## config.mk

```make
export PLATFORM = sky130hd
export DESIGN_NAME = delta_list_sleep_queue
export DESIGN_NICKNAME = d
export VERILOG_FILES = /design/src/hdl/dlsq_pkg.sv /design/src/hdl/delta_list_sleep_queue.sv /design/src/hdl/dlsq_front.sv /design/src/hdl/dlsq_back.sv
export SDC_FILE = /design/constraint.sdc
export NUM_CORES = 2
export LEC_CHECK = 0
export BUFFER_PORTS_ARGS = -buffer_cell sky130_fd_sc_hd__buf_2
export CORE_MARGIN = 5
export CORE_UTILIZATION = 30
export CTS_CLUSTER_SIZE = 16
export DETAILED_ROUTE_END_ITERATION = 8
export GPL_TIMING_DRIVEN = 0
export PLACE_DENSITY = 0.47
export SYNTH_ARGS = -nofsm -noshare
export SYNTH_HDL_FRONTEND = slang
export SYNTH_SLANG_ARGS = --single-unit
```

## constraint.sdc

```tcl
create_clock -name clk -period 9.4 [get_ports clk]
set_clock_uncertainty 0.2 [all_clocks]
set_input_delay 0.94 -clock clk [delete_from_list [all_inputs] [get_ports clk]]
set_output_delay 0.94 -clock clk [all_outputs]
set_load 0.05 [all_outputs]
```

## src/hdl/dlsq_pkg.sv

```systemverilog
package dlsq_pkg;

    localparam int QueueDepth   = 16;
    localparam int ThreadIdBits = 8;
    localparam int IdxW         = $clog2(QueueDepth);
    localparam int CntW         = $clog2(QueueDepth + 1);

    typedef enum logic [1:0] {
        REQ_INSERT = 2'd0,
        REQ_TICK   = 2'd1,
        REQ_FLUSH  = 2'd2,
        REQ_NONE   = 2'd3
    } req_t;

    typedef enum logic [2:0] {
        ST_INSERTED = 3'd0,
        ST_ZERO     = 3'd1,
        ST_FULL     = 3'd2,
        ST_WOKEN    = 3'd3,
        ST_NONE     = 3'd4
    } status_t;

    typedef struct packed {
        req_t                      req;
        logic [ThreadIdBits-1:0]   tid;
        logic [31:0]               ticks;
    } cmd_t;

    typedef enum logic [2:0] {
        S_IDLE,
        S_WALK,
        S_PLACE,
        S_POP,
        S_EMIT
    } bstate_t;

endpackage

```

## src/hdl/delta_list_sleep_queue.sv

```systemverilog
// Sleep queue kept as a sorted delta list of up to 16 threads.
// Input channel: valid/ready with req_type (insert, tick, flush),
// thread_id and sleep_ticks. Output channel: valid/ready with
// woken_thread, status, last and queue_length; last marks the final
// result of a request.
// A two-entry command queue decouples acceptance from the list engine.
// Zero-time, full, empty, unused and wake-nobody tick requests answer
// straight from the idle state; an insert walks one entry per cycle, then
// places the entry and emits its result; tick and flush emit one woken
// thread per cycle while the receiver accepts results.
// One request is worked on at a time.
// Reset empties the queue and drops any pending result. When the receiver
// stalls, the engine holds its result register and state, and the command
// queue keeps taking requests until its two slots are full.
module delta_list_sleep_queue (
    input  logic        clk,
    input  logic        rst_n,
    input  logic        in_valid,
    output logic        in_ready,
    input  logic [1:0]  req_type,
    input  logic [7:0]  thread_id,
    input  logic [31:0] sleep_ticks,
    output logic        out_valid,
    input  logic        out_ready,
    output logic [7:0]  woken_thread,
    output logic [2:0]  status,
    output logic        last,
    output logic [4:0]  queue_length
);
    import dlsq_pkg::*;

    cmd_t cmd;
    logic cmd_valid;
    logic cmd_ready;

    dlsq_front u_front (
        .clk         (clk),
        .rst_n       (rst_n),
        .valid       (in_valid),
        .ready       (in_ready),
        .req_type    (req_type),
        .thread_id   (thread_id),
        .sleep_ticks (sleep_ticks),
        .cmd_valid   (cmd_valid),
        .cmd_ready   (cmd_ready),
        .cmd         (cmd)
    );

    dlsq_back u_back (
        .clk          (clk),
        .rst_n        (rst_n),
        .cmd_valid    (cmd_valid),
        .cmd_ready    (cmd_ready),
        .cmd          (cmd),
        .out_valid    (out_valid),
        .out_ready    (out_ready),
        .woken_thread (woken_thread),
        .status       (status),
        .last         (last),
        .queue_length (queue_length)
    );

endmodule

```

## src/hdl/dlsq_front.sv

```systemverilog
module dlsq_front (
    input  logic                clk,
    input  logic                rst_n,
    input  logic                valid,
    output logic                ready,
    input  logic [1:0]          req_type,
    input  logic [7:0]          thread_id,
    input  logic [31:0]         sleep_ticks,
    output logic                cmd_valid,
    input  logic                cmd_ready,
    output dlsq_pkg::cmd_t      cmd
);
    import dlsq_pkg::*;

    // two-entry queue between accept side and the list engine
    cmd_t       q_reg [2];
    logic [1:0] fill_reg, fill_next;
    logic       push, pop;
    cmd_t       c_in;

    always_comb
    begin
        c_in.req   = req_t'(req_type);
        c_in.tid   = thread_id[ThreadIdBits-1:0];
        c_in.ticks = sleep_ticks;
    end

    assign ready     = (fill_reg != 2'd2);
    assign push      = valid && ready;
    assign cmd_valid = (fill_reg != 2'd0);
    assign pop       = cmd_valid && cmd_ready;
    assign cmd       = q_reg[0];

    always_comb
    begin
        fill_next = fill_reg;
        if (push && !pop)
            fill_next = fill_reg + 2'd1;
        else if (pop && !push)
            fill_next = fill_reg - 2'd1;
    end

    always_ff @(posedge clk or negedge rst_n)
    begin
        if (!rst_n)
            fill_reg <= 2'd0;
        else
            fill_reg <= fill_next;
    end

    always_ff @(posedge clk)
    begin
        if (pop)
        begin
            q_reg[0] <= q_reg[1];
            if (push)
            begin
                if (fill_reg == 2'd1)
                    q_reg[0] <= c_in;
                else
                    q_reg[1] <= c_in;
            end
        end
        else if (push)
        begin
            if (fill_reg == 2'd0)
                q_reg[0] <= c_in;
            else
                q_reg[1] <= c_in;
        end
    end

endmodule

```

## src/hdl/dlsq_back.sv

```systemverilog
module dlsq_back (
    input  logic                clk,
    input  logic                rst_n,
    input  logic                cmd_valid,
    output logic                cmd_ready,
    input  dlsq_pkg::cmd_t      cmd,
    output logic                out_valid,
    input  logic                out_ready,
    output logic [7:0]          woken_thread,
    output logic [2:0]          status,
    output logic                last,
    output logic [4:0]          queue_length
);
    import dlsq_pkg::*;

    // entries sit in flops (16 x 40 bits); each shift moves the whole row at once
    logic [ThreadIdBits-1:0] thr_reg [QueueDepth];
    logic [31:0]             dlt_reg [QueueDepth];
    logic [CntW-1:0]         cnt_reg;
    bstate_t                 st_reg, st_next;
    cmd_t                    c_reg;
    logic [IdxW:0]           pos_reg;
    logic [31:0]             t_reg;
    logic                    flush_reg;
    logic                    ov_reg;
    logic [7:0]              ot_reg;
    status_t                 os_reg;
    logic                    ol_reg;
    logic [4:0]              oq_reg;
    logic                    out_free;

    assign out_free     = !ov_reg || out_ready;
    assign out_valid    = ov_reg;
    assign woken_thread = ot_reg;
    assign status       = os_reg;
    assign last         = ol_reg;
    assign queue_length = oq_reg;
    assign cmd_ready    = (st_reg == S_IDLE) && out_free;

    always_comb
    begin
        st_next = st_reg;
        case (st_reg)
            S_IDLE:
                if (cmd_valid && out_free)
                begin
                    case (cmd.req)
                        REQ_INSERT:
                            if (cmd.ticks != 32'd0 && cnt_reg < CntW'(QueueDepth))
                                st_next = S_WALK;
                        // pop only when the head reaches zero on this tick
                        REQ_TICK:
                            if (cnt_reg != '0 && dlt_reg[0] <= 32'd1)
                                st_next = S_POP;
                        REQ_FLUSH:
                            if (cnt_reg != '0)
                                st_next = S_POP;
                        default: st_next = S_IDLE;
                    endcase
                end
            S_WALK:
                if (pos_reg >= (IdxW+1)'(cnt_reg) || dlt_reg[pos_reg[IdxW-1:0]] > t_reg)
                    st_next = S_PLACE;
            S_PLACE: st_next = S_EMIT;
            S_POP:
                if (out_free)
                begin
                    if (cnt_reg == CntW'(1))
                        st_next = S_IDLE;
                    else if (!flush_reg && dlt_reg[1] != 32'd0)
                        st_next = S_IDLE;
                end
            S_EMIT:
                if (out_free)
                    st_next = S_IDLE;
            default: st_next = S_IDLE;
        endcase
    end

    always_ff @(posedge clk or negedge rst_n)
    begin
        if (!rst_n)
        begin
            st_reg  <= S_IDLE;
            cnt_reg <= '0;
            ov_reg  <= 1'b0;
        end
        else
        begin
            st_reg <= st_next;
            if (out_ready)
                ov_reg <= 1'b0;
            case (st_reg)
                S_IDLE:
                    if (cmd_valid && out_free)
                    begin
                        case (cmd.req)
                            REQ_INSERT:
                                if (cmd.ticks == 32'd0 || cnt_reg >= CntW'(QueueDepth))
                                    ov_reg <= 1'b1;
                            REQ_TICK:
                                if (cnt_reg == '0 || dlt_reg[0] > 32'd1)
                                    ov_reg <= 1'b1;
                            REQ_FLUSH:
                                if (cnt_reg == '0)
                                    ov_reg <= 1'b1;
                            default: ov_reg <= 1'b1;
                        endcase
                    end
                S_PLACE: cnt_reg <= cnt_reg + CntW'(1);
                S_POP:
                    if (out_free)
                    begin
                        cnt_reg <= cnt_reg - CntW'(1);
                        ov_reg  <= 1'b1;
                    end
                S_EMIT:
                    if (out_free)
                        ov_reg <= 1'b1;
                default: ;
            endcase
        end
    end

    always_ff @(posedge clk)
    begin
        case (st_reg)
            S_IDLE:
                if (cmd_valid && out_free)
                begin
                    c_reg     <= cmd;
                    t_reg     <= cmd.ticks;
                    pos_reg   <= '0;
                    flush_reg <= (cmd.req == REQ_FLUSH);
                    ot_reg    <= 8'd0;
                    ol_reg    <= 1'b1;
                    oq_reg    <= 5'(cnt_reg);
                    os_reg    <= ST_NONE;
                    if (cmd.req == REQ_INSERT)
                    begin
                        if (cmd.ticks == 32'd0)
                            os_reg <= ST_ZERO;
                        else if (cnt_reg >= CntW'(QueueDepth))
                            os_reg <= ST_FULL;
                    end
                    // decrement head, saturating at zero
                    if (cmd.req == REQ_TICK && cnt_reg != '0 && dlt_reg[0] != 32'd0)
                        dlt_reg[0] <= dlt_reg[0] - 32'd1;
                end
            S_WALK:
                if (!(pos_reg >= (IdxW+1)'(cnt_reg) || dlt_reg[pos_reg[IdxW-1:0]] > t_reg))
                begin
                    t_reg   <= t_reg - dlt_reg[pos_reg[IdxW-1:0]];
                    pos_reg <= pos_reg + (IdxW+1)'(1);
                end
            S_PLACE:
            begin
                for (int i = 1; i < QueueDepth; i++)
                begin
                    if ((IdxW+1)'(i) > pos_reg && (IdxW+1)'(i) <= (IdxW+1)'(cnt_reg))
                    begin
                        thr_reg[i] <= thr_reg[i-1];
                        dlt_reg[i] <= dlt_reg[i-1];
                    end
                end
                if (pos_reg < (IdxW+1)'(cnt_reg) && pos_reg < (IdxW+1)'(QueueDepth - 1))
                    dlt_reg[pos_reg[IdxW-1:0] + IdxW'(1)] <=
                        dlt_reg[pos_reg[IdxW-1:0]] - t_reg;
                thr_reg[pos_reg[IdxW-1:0]] <= c_reg.tid;
                dlt_reg[pos_reg[IdxW-1:0]] <= t_reg;
                ot_reg <= 8'd0;
                os_reg <= ST_INSERTED;
                ol_reg <= 1'b1;
                oq_reg <= 5'(cnt_reg + CntW'(1));
            end
            S_POP:
                if (out_free)
                begin
                    ot_reg <= 8'(thr_reg[0]);
                    os_reg <= ST_WOKEN;
                    oq_reg <= 5'(cnt_reg - CntW'(1));
                    ol_reg <= (cnt_reg == CntW'(1)) || (!flush_reg && dlt_reg[1] != 32'd0);
                    for (int i = 0; i < QueueDepth - 1; i++)
                    begin
                        thr_reg[i] <= thr_reg[i+1];
                        dlt_reg[i] <= dlt_reg[i+1];
                    end
                end
            default: ;
        endcase
    end

endmodule
```

# --- Word-level counts from Yosys, hierarchy flattened ---
# Memory sizes are Yosys's and may differ from the RTL's. A register that Yosys moved wholly into a read port is not among the register bits.
# Index checks and enable logic that the tools add are counted.
totals:
  regBits: 74
  mem_bits_rw: 724
  input_bits: 46
  output_inout_bits: 19
  wordCells: 327
  mem_count: 3
memory_table:
  columns: ["memory", "words", "word_bits", "read_ports", "rd_clocked_by_memory_dff", "wr", "line_no", "text"]
  rows:
  - ["u_back.dlt_reg", 16, 32, 17, 1, 17, "dlsq_back.sv:18", "logic [31:0] dlt_reg [QueueDepth];"]
  - ["u_back.thr_reg", 16, 8, 16, 0, 16, "dlsq_back.sv:17", "logic [ThreadIdBits-1:0] thr_reg [QueueDepth];"]
  - ["u_front.q_reg", 2, 42, 2, 0, 2, "dlsq_front.sv:16", "cmd_t q_reg [2];"]
classes:
  add_sub_neg: 9
  magnitude_cmp: 38
  eq_ne: 18
  mux: 157
  bitwise_logic: 32
  reduce_logical: 58
op_table:
  columns: ["operator", "n"]
  rows:
  - ["2-to-1 mux 32 bit", 18]
  - ["2-to-1 mux 8 bit", 17]
  - ["2-to-1 mux 42 bit", 3]
  - ["nonzero test 32 bit", 3]
  - ["2-to-1 mux 1 bit", 85]
  - ["one-hot mux 32 bit (2 select lines)", 1]
  - ["subtractor 32 bit", 2]
  - ["2-to-1 mux 3 bit", 14]
  - ["> comparator 4 x 5 -> 1 bit, first input constant", 8]
  - ["<= comparator 4 x 5 -> 1 bit, first input constant", 8]
  - ["> comparator 32 x 1 -> 1 bit, second input constant", 1]
  - ["> comparator 32 bit", 1]
  - ["<= comparator 32 x 1 -> 1 bit, second input constant", 1]
  - ["logical NOT 32 bit", 1]
  - ["OR 1 bit", 32]
  - ["OR reduction 32 bit", 1]
  - ["subtractor 32 x 1 -> 32 bit, second input constant", 1]
  - ["logical AND 1 bit", 27]
  - ["one-hot mux 8 bit (3 select lines)", 1]
  - ["> comparator 3 x 5 -> 1 bit, first input constant", 4]
  - ["<= comparator 3 x 5 -> 1 bit, first input constant", 4]
  - ["2-to-1 mux 5 bit", 4]
  - ["one-hot mux 5 bit (2 select lines)", 2]
  - ["one-hot mux 3 bit (3 select lines)", 2]
  - ["other kinds (43)", 71]

# --- Logic depth before layout (Yosys ltp) ---
depth:
  word_depth: 9
  ltp_mapped: 17
  depth_no_buf: 14

# --- By module ---
# A second synthesis with hierarchy kept.
unflattened:
  cells_unflattened: 5909
  area_unflattened_um2: 54567.3
modules_own_cells:
  columns: ["module", "n_inst", "cells_each", "area_each_um2", "seq_area_each_um2"]
  rows:
  - ["dlsq_back", 1, 5499, 49825.3, 21415.5]
  - ["dlsq_front", 1, 410, 4742.0, 2572.5]

# --- Worst setup path before layout ---
# OpenSTA, ideal clock, no wires.
synth_path:
  path_kind: "in2reg"
  startpoint: "in out_ready"
  endpoint: "mem u_front.q_reg[0][42] (netlist name), enable pin"
  setup_time_ns: 0.667
  arrival_ns: 7.992
  required_ns: 8.533
  path_slack_ns: 0.542
  stages: 4
  path_buffers: 1
  path_cell_list: "nor2b_1 > clkbuf_2 > nor3_2 > a2111oi_0"
synth_rtl:
  columns: ["element", "line_no", "text"]
  rows:
  - ["start: declaration", "delta_list_sleep_queue.sv:24", "input logic out_ready,"]
  - ["end: declaration", "dlsq_front.sv:16", null]

==> impl_results.md <==
* Outcome: finished, violations left
* Failing checks: capacitance limit, slew limit
* Nets@finish at 5,724
* Non-Filler Instances at approximately 8,000
* Final global-route overflow total at 0
* GRT Total Usage at roughly a quarter
* Avg Cell Area, Syn at 9.62 µm²
* CP arrival at slightly above 8 ns
* Most frequent cells in the layout: nand2_1, edfxtp_1, o21ai_0
* Critical path endpoint category: register
* Dominant synthesized flop cell: edfxtp_1
* Die H at roughly 430 µm
* # hold bufs at CTS at 1
* Hpwl dp at roughly 200,000 µm
* Root Buffer Master: clkbuf_16
* Post-Route WL at 241,000 µm
* Post-synthesis mux area share at 12.1%
* Worst skew pair latency at between 0.7 and 0.8 ns
* Layout cell share with drive strength beyond 1 at between 10% and 20%
* RSZ-0062 raised after global routing: false
* Router iterations before antenna repair at 6
* Initial DRC count at between 6,000 and 7,000
* Yosys reg bits at 802
* Max reg flops at roughly 510
* Synth Area in Compound Gates at between 10% and 20%
* Final setup violation count at 0
* First-pass GRT wire length at approximately 330,000 µm
* Synth Warn # at 0
* Largest family of logic cells by synthesized area: compound AO/OA/AOI/OAI gates
* Die ar. at about 0.18 mm²
* Vias in the first global route at ~44,000
* Post-synthesis simple-gate area fraction at around 15%
* Fmax at 128 MHz
* PortBufs at 64
* Tcrit/Tclk final at ~83%
* Most common cell after layout, fill and taps aside: nand2_1
* Post-synth ARST share at 1.37%
* Post-CTS Setup Repair Bufs at 0
* Via count at roughly 47,000
* Worst-Margin Slew at approximately 1.6 ns
* Post-cts sizing count at 0
* Num ports at between 60 and 70
* Placeable Area at about 0.17 mm²
* Top cell type's share of synthesized area at 45.5%
* CP Launch Type: register
* Die span in x at 426 µm
* Syn Std Cell Area at 0.0520 mm²
* Critical Path Fanout Max at 10
* Synth Area in Adders at 2.22%
* Clk buf depth at 3
* Clock transition at path regs at around 0.060 ns
* Initial Utilization at between 30% and 40%
* Core Rows at 152
* Max_slew headroom at -7.85%
* Xor/xnor share of the synthesized area at roughly 1.7%
* CTS sink count at 802
* Final Util at about 34%
* Synth top area cells: edfxtp_1, nand2_1, mux4_2
* Final Slew Violations at 54
* Cell accounting for the most synthesized area: edfxtp_1
* Syn Inst Count at ~5,400
* Avg WL per Cell at between 30 and 40 µm
* Area Overhead vs Synth at 13.0%
* CTS tree: yes
* Drt drc at 0
* Type of the most critical hold path: input port to register
* Syn_nets at 5,539
* Post-route ant nets at 0
* Max Cap Viol at 8
* Post-synth EDFFs at between 700 and 800
* Setup CP Type: register to register
* Initial antenna violation count at 16
* Largest net degree at the start of global routing at 38
* Period minus WS final at about 7.8 ns
* Yosys cell types at just over 90
* Sequential element share of the synthesized area at 46.2%
* Final Hold Viols at 0
* Placed Instances at 7,792
* Via density at 5.83
* Cts bufs inserted at around 100
* Crit path required time at approximately 9.7 ns
* H-tree depth at 3
* GPL Wtd Cong at approximately 1
## path summary, 6_finish.rpt
kind,from,to,slack [ns],cells after the start
max in group asynchronous,rst_n,u_back.cnt_reg[1],8.36,2
min in group asynchronous,rst_n,u_back.out_valid,0.41,2
worst max-delay path,register,u_back.dlt_reg[4][29],1.60,14
worst max register to register,register,u_back.dlt_reg[4][29],1.60,14
worst min-delay path,sleep_ticks[31],u_front.q_reg[0][73],0.20,1
worst min register to register,u_front.q_reg[0][33],u_back.c_reg[33],0.21,0
## cell families after synthesis
group           Yosys count
simple gates           1821
mux                     422
flops                   802
fa+ha+maj                91
buf+inv                 611
compound gates         1561
xor+xnor                 94
## final cells by class
| class | count | area [µm²] |
|---|---|---|
| tap | 2310 | 2890 |
| inverter | 99 | 372 |
| sequential | 802 | 24000 |
| antenna | 4 | 10.0 |
| buffer | 512 | 2080 |
| clock buffer | 123 | 2590 |
| timing repair buffer | 85 | 562 |
| fill | 17800 | 113000 |
| clock inverter | 59 | 566 |
| multi-input combinational | 3989 | 25600 |
## per-layer routing
layer	vias up	wire length, µm	track usage, %
li1	20500	-	-
met1	23000	98500	34.1
met2	2682	106000	39.8
met3	421	24000	5.20
met4	4	12800	12.4
met5	-	23	0
## Yosys cell counts (all sizes together) (6+ instances only)
library cell,number
a211oi,46
a21o,48
a21oi,278
a221oi,6
a22oi,15
a31oi,156
and2,25
and3,20
buf,139
clkbuf,373
dfrtp,11
edfxtp,787
ha,89
inv,96
mux2,53
mux2i,209
mux4,160
nand2,1100
nand2b,31
nand3,232
nand4,70
nor2,231
nor2b,9
nor3,30
nor4,31
o211ai,220
o21a,11
o21ai,687
o21bai,9
o22ai,30
o31ai,11
or3,22
xnor2,60
xor2,34
## worst max-delay path, stage by stage (launching register included)
cell	delay, ns
dfxtp_1	0.45
clkbuf_1	0.43
buf_8	0.27
buf_1	1.17
mux4_2	0.50
mux4_2	0.64
ha_1	0.39
clkbuf_1	0.38
clkbuf_1	0.48
nand4_1	0.30
nor4_1	0.43
nor4_2	0.07
xor2_1	1.21
buf_4	0.42
a21oi_1	0.09
## per-stage QoR
stage | worst slack (ns) | setup TNS, ns | area [µm²] | hold slack (ns)
floorplan | 0.542 | 0 | 52000 | 0.200
global placement | -4.04 | -169.50 | 55200 | 0.203
detailed placement | 1.62 | 0 | 55400 | 0.205
CTS | 1.58 | 0 | 58600 | 0.151
global route | 1.64 | 0 | 58700 | 0.181
finish | 1.60 | 0 | 58700 | 0.196
Power is not shown: default switching activity piles up to over one toggle a cycle in this logic, so the estimate is an artifact.
